**src/hdl/cfb_pkg.sv**
```systemverilog
// Package for the checksummed frame builder.
// Holds command and result types, status and kind codes and fixed constants.
// No dependencies.
package cfb_pkg;

  localparam logic FUNC_START = 1'b0;
  localparam logic FUNC_DATA  = 1'b1;

  localparam logic [1:0] ST_OK           = 2'd0;
  localparam logic [1:0] ST_TOO_LONG     = 2'd1;
  localparam logic [1:0] ST_NOT_OPEN     = 2'd2;
  localparam logic [1:0] ST_ALREADY_OPEN = 2'd3;

  localparam logic [1:0] KIND_REJECT = 2'd0;
  localparam logic [1:0] KIND_START  = 2'd1;
  localparam logic [1:0] KIND_DATA   = 2'd2;

  localparam int FRAME_OVERHEAD = 5;

  localparam int          CFG_IDX_W      = 2;
  localparam logic [1:0]  CFG_HDR_FIRST  = 2'd0;
  localparam logic [1:0]  CFG_HDR_SECOND = 2'd1;
  localparam logic [7:0]  HDR_FIRST_RST  = 8'd170;
  localparam logic [7:0]  HDR_SECOND_RST = 8'd85;

  localparam int CMDQ_DEPTH = 2;
  localparam int CMDQ_PTR_W = $clog2(CMDQ_DEPTH);

  // result index within one command: header, header, length, type, checksum
  localparam int          IDX_W       = 3;
  localparam logic [2:0]  IDX_HDR_1   = 3'd0;
  localparam logic [2:0]  IDX_HDR_2   = 3'd1;
  localparam logic [2:0]  IDX_LEN     = 3'd2;
  localparam logic [2:0]  IDX_TYPE    = 3'd3;
  localparam logic [2:0]  IDX_PAYLOAD = 3'd0;

  typedef struct packed {
    logic [1:0] kind;
    logic       close;   // checksum byte follows
    logic [1:0] status;
    logic [7:0] len;
    logic [7:0] dat;     // frame type for a start, payload byte otherwise
    logic [7:0] sum;
  } cmd_t;

  typedef struct packed {
    logic [7:0] obyte;
    logic       valid;
    logic [1:0] status;
    logic       frame_end;
    logic       run_last;
  } result_t;

endpackage

```
**src/hdl/cfb_front.sv**
```systemverilog
// Front end of the frame builder: accepts requests, tracks the open frame
// and the running sum, and issues one command per request.
// Depends on cfb_pkg.
module cfb_front #(
  parameter int FRAME_BUFFER_BYTES = 256
) (
  input  logic          clk,
  input  logic          rst_n,
  input  logic          in_push,
  input  logic          in_func,
  input  logic [7:0]    in_frame_type,
  input  logic [7:0]    in_frame_length,
  input  logic [7:0]    in_data_byte,
  input  logic          q_full,
  output logic          cmd_push,
  output cfb_pkg::cmd_t cmd
);

  logic       open_r, open_nxt;
  logic [7:0] left_r, left_nxt;
  logic [7:0] sum_r, sum_nxt;
  logic [8:0] need;
  logic       too_long;

  assign cmd_push = in_push && !q_full;
  assign need     = {1'b0, in_frame_length} + 9'(cfb_pkg::FRAME_OVERHEAD);
  assign too_long = need > 9'(FRAME_BUFFER_BYTES);

  always_comb begin
    open_nxt   = open_r;
    left_nxt   = left_r;
    sum_nxt    = sum_r;
    cmd.kind   = cfb_pkg::KIND_REJECT;
    cmd.close  = 1'b0;
    cmd.status = cfb_pkg::ST_OK;
    cmd.len    = in_frame_length;
    cmd.dat    = in_data_byte;
    cmd.sum    = sum_r;
    if (in_func == cfb_pkg::FUNC_START) begin
      cmd.dat = in_frame_type;
      if (open_r) begin
        cmd.status = cfb_pkg::ST_ALREADY_OPEN;
      end else if (too_long) begin
        cmd.status = cfb_pkg::ST_TOO_LONG;
      end else begin
        cmd.kind  = cfb_pkg::KIND_START;
        sum_nxt   = in_frame_length + in_frame_type;
        cmd.sum   = sum_nxt;
        cmd.close = (in_frame_length == 8'd0);
        open_nxt  = (in_frame_length != 8'd0);
        left_nxt  = in_frame_length;
      end
    end else begin
      if (!open_r) begin
        cmd.status = cfb_pkg::ST_NOT_OPEN;
      end else begin
        cmd.kind  = cfb_pkg::KIND_DATA;
        sum_nxt   = sum_r + in_data_byte;
        cmd.sum   = sum_nxt;
        left_nxt  = left_r - 8'd1;
        cmd.close = (left_r == 8'd1);
        open_nxt  = (left_r != 8'd1);
      end
    end
  end

  always_ff @(posedge clk) begin
    if (!rst_n) begin
      open_r <= 1'b0;
      left_r <= 8'd0;
      sum_r  <= 8'd0;
    end else if (cmd_push) begin
      open_r <= open_nxt;
      left_r <= left_nxt;
      sum_r  <= sum_nxt;
    end
  end

endmodule

```
**src/hdl/cfb_cmd_q.sv**
```systemverilog
// Short command queue between front and back end of the frame builder.
// Depends on cfb_pkg.
module cfb_cmd_q (
  input  logic          clk,
  input  logic          rst_n,
  input  logic          push,
  input  cfb_pkg::cmd_t push_data,
  output logic          full,
  input  logic          pop,
  output logic          empty,
  output cfb_pkg::cmd_t head
);

  cfb_pkg::cmd_t mem_r [cfb_pkg::CMDQ_DEPTH];
  logic [cfb_pkg::CMDQ_PTR_W-1:0] wr_ptr_r, rd_ptr_r;
  logic [cfb_pkg::CMDQ_PTR_W:0]   count_r;
  logic do_push, do_pop;

  assign full    = (count_r == (cfb_pkg::CMDQ_PTR_W+1)'(cfb_pkg::CMDQ_DEPTH));
  assign empty   = (count_r == '0);
  assign do_push = push && !full;
  assign do_pop  = pop && !empty;
  assign head    = mem_r[rd_ptr_r];

  always_ff @(posedge clk) begin
    if (do_push) begin
      mem_r[wr_ptr_r] <= push_data;
    end
  end

  always_ff @(posedge clk) begin
    if (!rst_n) begin
      wr_ptr_r <= '0;
      rd_ptr_r <= '0;
      count_r  <= '0;
    end else begin
      if (do_push) wr_ptr_r <= wr_ptr_r + 1'b1;
      if (do_pop)  rd_ptr_r <= rd_ptr_r + 1'b1;
      if (do_push && !do_pop)      count_r <= count_r + 1'b1;
      else if (do_pop && !do_push) count_r <= count_r - 1'b1;
    end
  end

endmodule

```
**src/hdl/cfb_back.sv**
```systemverilog
// Back end of the frame builder: expands each command into frame bytes,
// one per cycle while the output register is free or popped, into that register.
// Depends on cfb_pkg.
module cfb_back (
  input  logic                  clk,
  input  logic                  rst_n,
  input  logic [7:0]            hdr_first,
  input  logic [7:0]            hdr_second,
  input  logic                  q_empty,
  input  cfb_pkg::cmd_t         head,
  output logic                  q_pop,
  input  logic                  out_pop,
  output logic                  out_empty,
  output cfb_pkg::result_t      res_out
);

  logic [cfb_pkg::IDX_W-1:0] idx_r;
  logic                      out_valid_r;
  cfb_pkg::result_t          res_r, res;
  logic                      load;

  always_comb begin
    res.obyte     = 8'd0;
    res.valid     = 1'b1;
    res.status    = cfb_pkg::ST_OK;
    res.frame_end = 1'b0;
    res.run_last  = 1'b0;
    unique case (head.kind)
      cfb_pkg::KIND_START: begin
        case (idx_r)
          cfb_pkg::IDX_HDR_1: res.obyte = hdr_first;
          cfb_pkg::IDX_HDR_2: res.obyte = hdr_second;
          cfb_pkg::IDX_LEN:   res.obyte = head.len;
          cfb_pkg::IDX_TYPE: begin
            res.obyte    = head.dat;
            res.run_last = !head.close;
          end
          default: begin
            res.obyte     = head.sum;
            res.frame_end = 1'b1;
            res.run_last  = 1'b1;
          end
        endcase
      end
      cfb_pkg::KIND_DATA: begin
        if (idx_r == cfb_pkg::IDX_PAYLOAD) begin
          res.obyte    = head.dat;
          res.run_last = !head.close;
        end else begin
          res.obyte     = head.sum;
          res.frame_end = 1'b1;
          res.run_last  = 1'b1;
        end
      end
      default: begin
        // rejection: single result carrying the status
        res.valid    = 1'b0;
        res.status   = head.status;
        res.run_last = 1'b1;
      end
    endcase
  end

  assign load      = !q_empty && (!out_valid_r || out_pop);
  assign q_pop     = load && res.run_last;
  assign out_empty = !out_valid_r;
  assign res_out   = res_r;

  always_ff @(posedge clk) begin
    if (load) begin
      res_r <= res;
    end
  end

  always_ff @(posedge clk) begin
    if (!rst_n) begin
      idx_r       <= '0;
      out_valid_r <= 1'b0;
    end else begin
      if (load) begin
        idx_r       <= q_pop ? '0 : idx_r + 1'b1;
        out_valid_r <= 1'b1;
      end else if (out_pop) begin
        out_valid_r <= 1'b0;
      end
    end
  end

endmodule

```
**src/hdl/checksummed_frame_builder.sv**
```systemverilog
// Checksummed frame builder: header bytes, length, type, payload and an
// 8-bit wrapping checksum, produced as a byte queue. Depends on cfb_pkg,
// cfb_front, cfb_cmd_q and cfb_back.
//
// A request is taken while the command queue has room and is classified by
// the front end, which queues one command in a two-entry queue. The back end
// emits one result byte per cycle through a single output register while that
// register is free or popped, so a payload request yields one result (two when
// it closes the frame), a start four or five and a rejection one. Requests keep
// flowing while results wait, until the command queue fills. Header bytes are read
// when emitted; write them only while the block is idle. No clearing pass.
module checksummed_frame_builder #(
  parameter int FRAME_BUFFER_BYTES = 256
) (
  input  logic                           clk,
  input  logic                           rst_n,
  input  logic                           in_push,
  output logic                           in_full,
  input  logic                           in_func,
  input  logic [7:0]                     in_frame_type,
  input  logic [7:0]                     in_frame_length,
  input  logic [7:0]                     in_data_byte,
  output logic                           out_empty,
  input  logic                           out_pop,
  output logic [7:0]                     out_byte,
  output logic                           out_byte_valid,
  output logic [1:0]                     out_status,
  output logic                           out_frame_end,
  output logic                           out_run_last,
  input  logic                           cfg_valid,
  output logic                           cfg_ready,
  input  logic [cfb_pkg::CFG_IDX_W-1:0]  cfg_index,
  input  logic [7:0]                     cfg_data
);

  logic [7:0]       hdr_first_r, hdr_second_r;
  logic             q_full, q_empty, q_pop, cmd_push;
  cfb_pkg::cmd_t    cmd, head;
  cfb_pkg::result_t res;

  assign cfg_ready = 1'b1;

  always_ff @(posedge clk) begin
    if (!rst_n) begin
      hdr_first_r  <= cfb_pkg::HDR_FIRST_RST;
      hdr_second_r <= cfb_pkg::HDR_SECOND_RST;
    end else if (cfg_valid && cfg_ready) begin
      if (cfg_index == cfb_pkg::CFG_HDR_FIRST)  hdr_first_r  <= cfg_data;
      if (cfg_index == cfb_pkg::CFG_HDR_SECOND) hdr_second_r <= cfg_data;
    end
  end

  assign in_full = q_full;

  cfb_front #(.FRAME_BUFFER_BYTES(FRAME_BUFFER_BYTES)) u_front (
    .clk            (clk),
    .rst_n          (rst_n),
    .in_push        (in_push),
    .in_func        (in_func),
    .in_frame_type  (in_frame_type),
    .in_frame_length(in_frame_length),
    .in_data_byte   (in_data_byte),
    .q_full         (q_full),
    .cmd_push       (cmd_push),
    .cmd            (cmd)
  );

  cfb_cmd_q u_cmd_q (
    .clk      (clk),
    .rst_n    (rst_n),
    .push     (cmd_push),
    .push_data(cmd),
    .full     (q_full),
    .pop      (q_pop),
    .empty    (q_empty),
    .head     (head)
  );

  cfb_back u_back (
    .clk       (clk),
    .rst_n     (rst_n),
    .hdr_first (hdr_first_r),
    .hdr_second(hdr_second_r),
    .q_empty   (q_empty),
    .head      (head),
    .q_pop     (q_pop),
    .out_pop   (out_pop),
    .out_empty (out_empty),
    .res_out   (res)
  );

  assign out_byte       = res.obyte;
  assign out_byte_valid = res.valid;
  assign out_status     = res.status;
  assign out_frame_end  = res.frame_end;
  assign out_run_last   = res.run_last;

`ifndef SYNTHESIS
  a_reject_single: assert property (@(posedge clk) disable iff (!rst_n)
    (!out_empty && !out_byte_valid) |-> out_run_last)
    else $error("rejection result not marked last");

  a_end_is_last: assert property (@(posedge clk) disable iff (!rst_n)
    (!out_empty && out_frame_end) |-> (out_run_last && out_byte_valid))
    else $error("checksum byte not last or not valid");

  a_status_ok_on_bytes: assert property (@(posedge clk) disable iff (!rst_n)
    (!out_empty && out_byte_valid) |-> (out_status == cfb_pkg::ST_OK))
    else $error("frame byte with error status");
`endif

endmodule

```
**config.mk**
```make
export PLATFORM = sky130hd
export DESIGN_NAME = checksummed_frame_builder
export DESIGN_NICKNAME = d
export VERILOG_FILES = /design/src/hdl/cfb_pkg.sv /design/src/hdl/cfb_front.sv /design/src/hdl/cfb_cmd_q.sv /design/src/hdl/cfb_back.sv /design/src/hdl/checksummed_frame_builder.sv
export SDC_FILE = /design/constraint.sdc
export NUM_CORES = 1
export LEC_CHECK = 0
export ABC_AREA = 1
export BUFFER_PORTS_ARGS = -buffer_cell sky130_fd_sc_hd__buf_2
export CAP_MARGIN = 10
export CORE_ASPECT_RATIO = 0.8
export CORE_UTILIZATION = 53
export CTS_CLUSTER_SIZE = 30
export DETAILED_ROUTE_END_ITERATION = 7
export PLACE_DENSITY = 0.82
export SYNTH_ARGS = -nofsm -noshare
export SYNTH_HDL_FRONTEND = slang
export SYNTH_SLANG_ARGS = --single-unit
```
**constraint.sdc**
```tcl
create_clock -name clk -period 2.9 [get_ports clk]
set_clock_uncertainty 0.15 [all_clocks]
set_input_delay 0.145 -clock clk [delete_from_list [all_inputs] [get_ports clk]]
set_output_delay 0.145 -clock clk [all_outputs]
set_load 0.005 [all_outputs]
```
# ---- After elaboration in Yosys (flattened, before gate mapping)
# Memories as Yosys holds them, arrays and structs flattened. A register that Yosys moved wholly into a read port is not among the register bits.
# Index checks and enable logic that the tools add are counted.
dict set report word_totals {
  reg_bits 54
  ramBits 58
  inputBits 40
  word_cells 104
  mem_count 1
}
dict set report op_classes {
  add_sub_neg 9
  n_lt_le_gt_ge 1
  n_eq_ne 12
  n_mux 39
  n_reduce_logical 27
}
# memory depth width read_ports rd_clocked_by_memory_dff wr line
set memory_table {}
lappend memory_table {u_cmd_q.mem_r 2 29 1 1 1 cfb_cmd_q.sv:14} ;# cfb_pkg::cmd_t mem_r [cfb_pkg::CMDQ_DEPTH];
# cell count
set ops {}
lappend ops {{8-bit two-way mux} 10}
lappend ops {{8-bit case mux with 4 select lines} 1}
lappend ops {{8-bit adder} 2}
lappend ops {{8-bit case mux with 2 select lines} 1}
lappend ops {{1-bit two-way mux} 14}
lappend ops {{2-bit two-way mux} 6}
lappend ops {{8-bit by 3-bit adder with 9-bit output (second input constant)} 1}
lappend ops {{9-bit > comparator (second input constant)} 1}
lappend ops {{3-bit two-way mux} 3}
lappend ops {{8-bit by 1-bit == test with 1-bit output (second input constant)} 1}
lappend ops {{8-bit zero test} 1}
lappend ops {{8-bit by 1-bit != test with 1-bit output (second input constant)} 1}
lappend ops {{8-bit nonzero test} 1}
lappend ops {{8-bit by 1-bit subtractor with 8-bit output (second input constant)} 1}
lappend ops {{1-bit logical AND} 7}
lappend ops {{3-bit by 2-bit == test with 1-bit output (second input constant)} 2}
lappend ops {{1-bit zero test} 6}
lappend ops {{1-bit case mux with 2 select lines} 3}
lappend ops {{5-bit two-way mux} 1}
lappend ops {{2-bit by 1-bit == test with 1-bit output (second input constant)} 2}
lappend ops {{2-bit == test (second input constant)} 2}
lappend ops {{2-bit zero test} 2}
lappend ops {{2-bit != test (second input constant)} 2}
lappend ops {{2-bit AND reduction} 2}
lappend ops {{other kinds (13)} 15}

# ---- Depth between registers and ports, before layout
# Gate-level depths: netlist of run 1.
dict set report depth {
  depth_word 9
  depth_mapped 16
  ltp_nobuf 15
}

# ---- Cells and area by module
# A second synthesis of run 1 with hierarchy kept.
dict set report unflattened {
  hier_cells 738
  area_unflattened_um2 6344.8
}
# mod instances cells_each area_each_um2 seq_area_each_um2
set modules_own_cells {}
lappend modules_own_cells {cfb_cmd_q 1 128 2378.5 1841.8}
lappend modules_own_cells {cfb_front 1 331 1966.9 340.3}
lappend modules_own_cells {cfb_back 1 187 1326.3 470.5}
lappend modules_own_cells {checksummed_frame_builder 1 92 673.1 320.3}

# ---- Worst setup path after synthesis of run 1
# No wires, ideal clock.
dict set report synth_timing {
  kind {register -> register}
  from {reg with a tool-made name}
  to {reg u_cmd_q.count_r[1] in the netlist's numbering}
  setup_time_ns 0.122
  arrival_ns 2.285
  path_slack_ns 0.343
  path_stages_with_launch 16
  period_less_slack_ns 2.557
  path_cell_list {dfxtp_1 -> inv_2 -> buf_2 -> or2_2 -> o21ai_0 -> ha_1 -> inv_1 -> o21bai_1 -> o21ai_1 -> nand4_1 -> nand2_2 -> ha_1 -> a21oi_1 -> o21ai_0 -> o21ai_0 -> a21oi_1}
}
# item line
set synth_rtl {}
lappend synth_rtl {{to (signal assigned)} cfb_cmd_q.sv:39} ;# if (do_push && !do_pop) count_r <= count_r + 1'b1;
lappend synth_rtl {{to (signal assigned)} cfb_cmd_q.sv:40} ;# else if (do_pop && !do_push) count_r <= count_r - 1'b1;
lappend synth_rtl {{to (decl)} cfb_cmd_q.sv:16} ;# logic [cfb_pkg::CMDQ_PTR_W:0] count_r;

==> out/qor.yml, run 1 <==
floorplanning:
  dieArea_um2: 11400
  rows: 33
  die_h_um: 95.6
  core_um2: 10400
  initial_utilization_pct: 55.6
  boundaryPins: 56
  die_x_um: 119
final_layout:
  fin_nets: 850
  utilization_pct: 69.1
  instances_no_fill: 936
  final_layout_size_suffix_gt1_share_pct: 14.9
  antenna_cells: 0
  design_area_um2: 7220
  syn_to_final_growth_pct: 24.3
synth:
  synth.largest_area_cell: "edfxtp_1"
  syn_area_per_cell_um2: 8.52
  ys_ff_latch: 113
  yosys-top-cells-area: "edfxtp_1, dfxtp_1, nand2_1"
  ys.flop_type: "edfxtp_1"
  synth.distinct_cells: 46
  yosysWarnings: 0
  seq_area_frac_synth_pct: 51.2
  ys_async_sr_fraction_pct: 0
  synth_edf_count: 71
  yosysTopAreaCellShare_pct: 36.7
  synth_nets: 749
  synth_area_um2: 5810
  syn_inst: 682
critical_path:
  path_class: "register to register"
  startpoint_type: "register"
  crit_path_max_incr_delay_ns: 0.37
  cpMaxStageDelayCell: "dfxtp_1"
  crit_path_max_fanout: 10
  critical_path_buf_inv_count: 2
  crit_family: "compound AO/OA/AOI/OAI gates"
  end_kind: "register"
  crit_chain: "inv_2, or2_2, o21ai_0, ha_1, inv_1, o21bai_1, o21ai_1, nand4_1, nand2_2, ha_1, a21oi_1, o21ai_0, o21ai_1, a21oi_1"
  arrival_ns: 2.96
  cp.required_ns: 3.04
global_route:
  first_global_vias: 4993
  grt_pass1_wl_mm: 24.5
  track_usage_pct: 28.6
  antenna_found_initial: 0
  grt_start_max_net_pins: 30
  grt-ovfl-total: 0
route:
  ant_nets: 0
  first_pass_iters: 5
  wl_per_cell_um: 16.5
  vias: 5074
  viasPerCell: 5.42
  wl_mm: 15.4
  drtIter0Drc: 384
  drc: 0
place:
  gp_congestion: 0.976
  placed_cells: 866
  numPortBuffers: 54
  placed_area_um2: 6220
  dp_slack_ns: 0.239
  dp_hpwl_mm: 10.2
clock_tree:
  clk_pin_slew_ns: 0.05
  clock_path_buffers: 2
  root_buffer: "clkbuf_16"
  clock_latency_ns: 0.41
  cts-buffers-inserted: 17
  cts_tree: "done"
  cts.sinks: 113
  cts_max_level: 4
pwr:
  finalPower_uw: 6480
  p_sw_uw: 2220
  combPwrFrac_pct: 31.1
  leakagePower_uw: 0.00316
  switching_share_pct: 34.3
  p_clk_share_pct: 33.7
  pwr-share-seq_pct: 35.3
  max-vdd-ir-drop_mv: 0.478
  p_int_uw: 4260
  powerDensity_nw_per_um2: 897
run_status:
  status: "finished clean"
sta:
  hold_viol: 0
  finalCritPeriodShare_pct: 97.4
  layout_setup_ws_ns: 0.0747
  setup_violations: 0
  slew_viol_final: 0
  period_needed_ns: 2.83
  worst_pin_slew_ns: 0.710
  slew-limit-headroom_pct: 52.4
  clock.fmax_ghz: 0.354
job:
  cap_violations: 0
min_path:
  hold_path_class: "input port to register"
## per-layer routing
metal	GRT usage (%)	share of wire, %	vias to the layer above
met1	35.6	43	2328
met5	0	0	-
met3	7.24	7.3	39
met4	14.2	3.1	0
met2	46.8	46	219
li1	-	-	2488
## cells by family after synthesis
family	Yosys count	share of synthesized area, %
AOI/OAI and AO/OA	107	10.2
DFF	113	51.2
xor gates and xnor gates	8	1.21
buffers and inverters	94	6.74
other	1	0.0646
and+or+nand+nor	331	24.3
muxes	1	0.172
adders and majority gates	27	6.07
## worst min-delay path, delay by kind of cell
family / cells / cell delay, ns
simple gates: 2 / 0.13
compound gates: 1 / 0.15
buf+inv: 1 / 0.10
## path summary, 6_finish.rpt
path,start,endpoint,slack (ns),cells after the start
max,register,u_cmd_q.count_r[1]$_SDFFE_PN0P_,0.07,14
max reg2reg,register,u_cmd_q.count_r[1]$_SDFFE_PN0P_,0.07,14
min reg2reg,hdr_second_r[3]$_SDFFE_PN0P_,hdr_second_r[3]$_SDFFE_PN0P_,0.32,2
min,cfg_index[1],hdr_first_r[4]$_SDFFE_PN0P_,0.01,4
## what timing repair did
action / 4_1_cts / 5_1_grt
hold buffers: 37 / 0
setup endpoints to repair: 0 / 1
gates resized for setup: 0 / 2
hold endpoints to repair: 51 / 0
buffers inserted: 0 / 1
## registers in the layout, summed over array words and instances, names as in the netlist, 2 cells and up, named ones only
name             flops
u_back.res_out      13
hdr_second_r         8
u_front.sum_r        8
u_front.left_r       8
u_back.idx_r         3
hdr_first_r          8
u_cmd_q.count_r      2
u_cmd_q.mem_r       58
## layout by cell type (no fill, tap or decap), types with 2 or more instances in the layout
cell type        n
buf_2           54
nand2_2          2
a211oi_1         2
o221ai_1         2
dlygate4sd3_1   37
buf_4            9
nand2_1        178
clkinv_4         2
clkbuf_16       17
inv_4            2
inv_1           65
or2_2            2
nor2_1          74
nor3_1           7
a21oi_1         43
inv_2            6
o21ai_1          9
nand3_1         43
nand3_4          2
edfxtp_1        71
clkinv_1         3
ha_1            25
nor4_1           2
dfxtp_1         42
clkinv_2         3
clkinvlp_4       5
a31oi_1         11
o211ai_1         2
fa_1             2
xor2_1           6
bufinv_16        4
nand4_1         12
xnor2_1          2
o21ai_0         32
nor2_2           3
## synthesized netlist by cell type (all sizes together) (3+ instances only)
cell type and count:
nand4 12, or2 3, nor2 78, a31oi 11
edfxtp 71, clkbuf 4, a21oi 45, buf 15
o21ai 42, ha 25, xor2 6, dfxtp 42
inv 73, nand3 46, nor3 8, nand2 181
## power groups by stage
stage / combinational (µW) / clock, µW / sequential, µW
6_report: 2010 / 2180 / 2280
5_1_grt: 2230 / 2260 / 2310
3_5_place_dp: 1890 / 0 / 2300
2_1_floorplan: 1310 / 0 / 2280
3_3_place_gp: 1810 / 0 / 2290
4_1_cts: 1960 / 2190 / 2280
## stage by stage
stage	TNS, ns	hold slack (ns)
after floorplan	0	0.0939
after global placement	0	0.209
after detailed placement	0	0.218
after CTS	0	0.000811
after global routing	-0.00104	0.0483
final	0	0.0113
## final cells by class
cell class,count,area (µm²)
fillers,783,3220
flip-flops and latches,113,2970
multi-input cells,475,2450
repair buffers,101,719
clock buffers,17,425
inverters,75,288
clock inverters,15,193
well taps,140,175
Power figures use the tool's default switching activity.
==> inputs of run 2 (changes only) <==
CTS_BUF_LIST = sky130_fd_sc_hd__clkbuf_4   (was default)
PLACE_DENSITY = 0.81   (was 0.82)
SYNTH_HIERARCHICAL = 1   (was default)
==> run 2 against run 1 <==
Net effect:
- sequential cell count is the same
- total power shrank 15%
- critical endpoint is now hdr_first_r[7]$_SDFFE_PN1P_
- cell count grew 7.6%
- sequential power is essentially flat
- count of clock-buffer cells in the layout is 1 higher
- synthesized cell count is 8.2% higher
- global-route usage fell by 4.1 points
- register-to-register slack better by 0.24 ns
- critical path depth is 6 lower
- non-clock buffer count up 20
- fmax is 1.2% higher
==> out/qor.yml, run 2 <==
synth:
  seq_area_frac_synth_pct: 46.9
  syn_inst: 738
  synth.distinct_cells: 42
  synth.largest_area_cell: "edfxtp_1"
  synth_area_um2: 6340
  ys_async_sr_fraction_pct: 0
  synth.most_common_cell: "nand2_1"
  synth_edf_count: 71
  ys.flop_type: "edfxtp_1"
  synth_nets: 806
  ys_ff_latch: 113
  yosys-top-cells-area: "edfxtp_1, dfxtp_1, nand2_1"
  netlist_top_cells_count: "nand2_1, inv_1, edfxtp_1, nor2_1, nand3_1"
  yosysTopAreaCellShare_pct: 33.6
  yosysWarnings: 6
  syn_area_per_cell_um2: 8.60
place:
  placed_cells: 919
  dp_hpwl_mm: 10.0
  numPortBuffers: 54
  gp_congestion: 0.934
critical_path:
  reg2reg_depth: 17
  cp.required_ns: 3.20
  startpoint_type: "input port"
  path_common_cell: "dlygate4sd3_1"
  crit_family: "buffers and inverters"
  rrSetupSlack_ns: 0.31
  path_class: "input port to register"
  critical_path_buf_inv_count: 5
  cpMaxStageDelayCell: "dlygate4sd3_1"
  end_kind: "register"
  crit_path_max_incr_delay_ns: 0.85
  r2r-end: "u_cmd_q/count_r[1]$_SDFFE_PN0P_"
  arrival_ns: 3.10
  crit_chain: "dlygate4sd3_1, buf_2, nor2_2, dlygate4sd3_1, nand3_1, dlygate4sd3_1, nand3_1, dlygate4sd3_1"
  crit_path_max_fanout: 13
floorplanning:
  rows: 35
  die_h_um: 99.9
  boundaryPins: 56
  core_um2: 11600
  initial_utilization_pct: 54.7
  die_x_um: 124
  dieArea_um2: 12400
route:
  vias: 5248
  wl_mm: 14.4
  drc: 0
  drtIter0Drc: 368
  first_pass_iters: 5
  wl_per_cell_um: 14.3
  viasPerCell: 5.21
  ant_nets: 0
clock_tree:
  root_buffer: "clkbuf_4"
  cts_max_level: 4
  cts-buffers-inserted: 17
  cts_setup_buffers: 0
  cts.sinks: 113
  clk_pin_slew_ns: 0.11
  clock_latency_ns: 0.50
  clock_path_buffers: 2
  cts_tree: "done"
min_path:
  hold_depth: 3
  hold_path_class: "input port to register"
  hold_start: "in_frame_type[1]"
  hold-path-endpoint: "u_cmd_q/mem_r[1][9]$_DFFE_PP_"
sta:
  worst_pin_slew_ns: 0.531
  hold_ws_ns: 0.0493
  slew_viol_final: 0
  clock.fmax_ghz: 0.358
  rsz0062_at_grt: "false"
  finalCritPeriodShare_pct: 96.2
  period_needed_ns: 2.79
  slew-limit-headroom_pct: 64.4
  setup_violations: 0
  hold_viol: 0
pwr:
  finalPower_uw: 5480
  max-vdd-ir-drop_mv: 0.345
  leakagePower_uw: 0.00341
  powerDensity_nw_per_um2: 732
global_route:
  grt_start_max_net_pins: 32
  antenna_found_initial: 0
  first_global_vias: 4957
  track_usage_pct: 24.5
  grt-ovfl-total: 0
  grt_pass1_wl_mm: 23.8
job:
  cap_violations: 0
final_layout:
  antenna_cells: 0
  instances_no_fill: 1007
  syn_to_final_growth_pct: 18.0
  top_register: "u_cmd_q/mem_r"
  layout_common_cells: "nand2_1, inv_1, edfxtp_1"
  utilization_pct: 64.5
  largest_register_ffs: 58
  final_common_cell: "nand2_1"
  final_layout_size_suffix_gt1_share_pct: 18.0
  fillers: 933
  fin_nets: 914
run_status:
  status: "finished clean"
-- run 2: cell type report --
cell class              count  area, µm²  share of cell area (%)
well taps                 148        185                    2.47
repair buffers            121        913                    12.2
multi-input cells         482       2730                    36.5
clock inverters            14        123                    1.64
inverters                 111        422                    5.63
flip-flops and latches    113       2970                    39.7
clock buffers              18        135                    1.81
-- run 2: worst max path at each step --
stage	from	to	slack, ns	cells past startpoint
5_1_grt	cfg_index[1]	hdr_first_r[7]$_SDFFE_PN1P_	0.04	8
4_1_cts	cfg_index[1]	hdr_first_r[7]$_SDFFE_PN1P_	0.21	8
6_report	cfg_index[1]	hdr_first_r[7]$_SDFFE_PN1P_	0.11	8
2_1_floorplan	u_cmd_q/count_r[0]$_SDFFE_PN0P_	u_cmd_q/mem_r[1][0]$_DFFE_PP_	-0.04	7
3_3_place_gp	register	u_cmd_q/count_r[1]$_SDFFE_PN0P_	0.39	18
3_5_place_dp	register	u_cmd_q/count_r[1]$_SDFFE_PN0P_	0.31	17
-- run 2: cell families (layout without fill, tap and decap cells) --
logic type	Yosys count	in the layout	synth area share, %
and+or+nand+nor	329	329	22.4
muxes	29	29	5.74
other	1	1	0.0591
xor gates and xnor gates	6	6	0.828
buffers and inverters	143	264	10.1
DFF	113	113	46.9
AOI/OAI and AO/OA	89	89	8.20
adders and majority gates	28	28	5.76
-- run 2: metrics by stage --
step	instance area [µm²]	setup slack, ns	setup TNS, ns
6_report	7490	0.109	0
5_1_grt	7490	0.0441	0
4_1_cts	7480	0.207	0
3_5_place_dp	6670	0.308	0
3_3_place_gp	6670	0.386	0
2_1_floorplan	6340	-0.0444	-2.57
-- run 2: worst reg2reg max path: stages, from the launching register on --
cell	delay (ns)
dfxtp_2	0.41
mux2_2	0.37
ha_1	0.30
inv_1	0.06
nand2_1	0.06
nor2_1	0.05
nand2_1	0.08
nand2_1	0.06
inv_2	0.05
inv_1	0.04
nor2_1	0.18
inv_1	0.07
ha_1	0.30
inv_1	0.09
nand3_1	0.08
nand2_1	0.06
inv_1	0.04
nor2_1	0.08
-- run 2: per-layer routing --
| layer | wire length (µm) | vias up | global-route usage [%] |
|---|---|---|---|
| met5 | 0 | - | 0 |
| met4 | 143 | 0 | 7.97 |
| met3 | 771 | 12 | 5.49 |
| met2 | 6530 | 169 | 39.3 |
| met1 | 6970 | 2406 | 33.2 |
| li1 | - | 2661 | - |
-- run 2: power by group --
group	internal [µW]	total (µW)	leakage, µW	switching [µW]
Sequential	2160	2300	0.00102	141
Clock	502	1090	0.000146	587
Combinational	823	2100	0.00225	1280
-- run 2: what timing repair did --
| action | 4_1_cts | 5_1_grt |
|---|---|---|
| endpoints found under the setup margin | 0 | 1 |
| hold buffers | 56 | 0 |
| resized for setup | 0 | 1 |
| hold endpoints to repair | 65 | 0 |
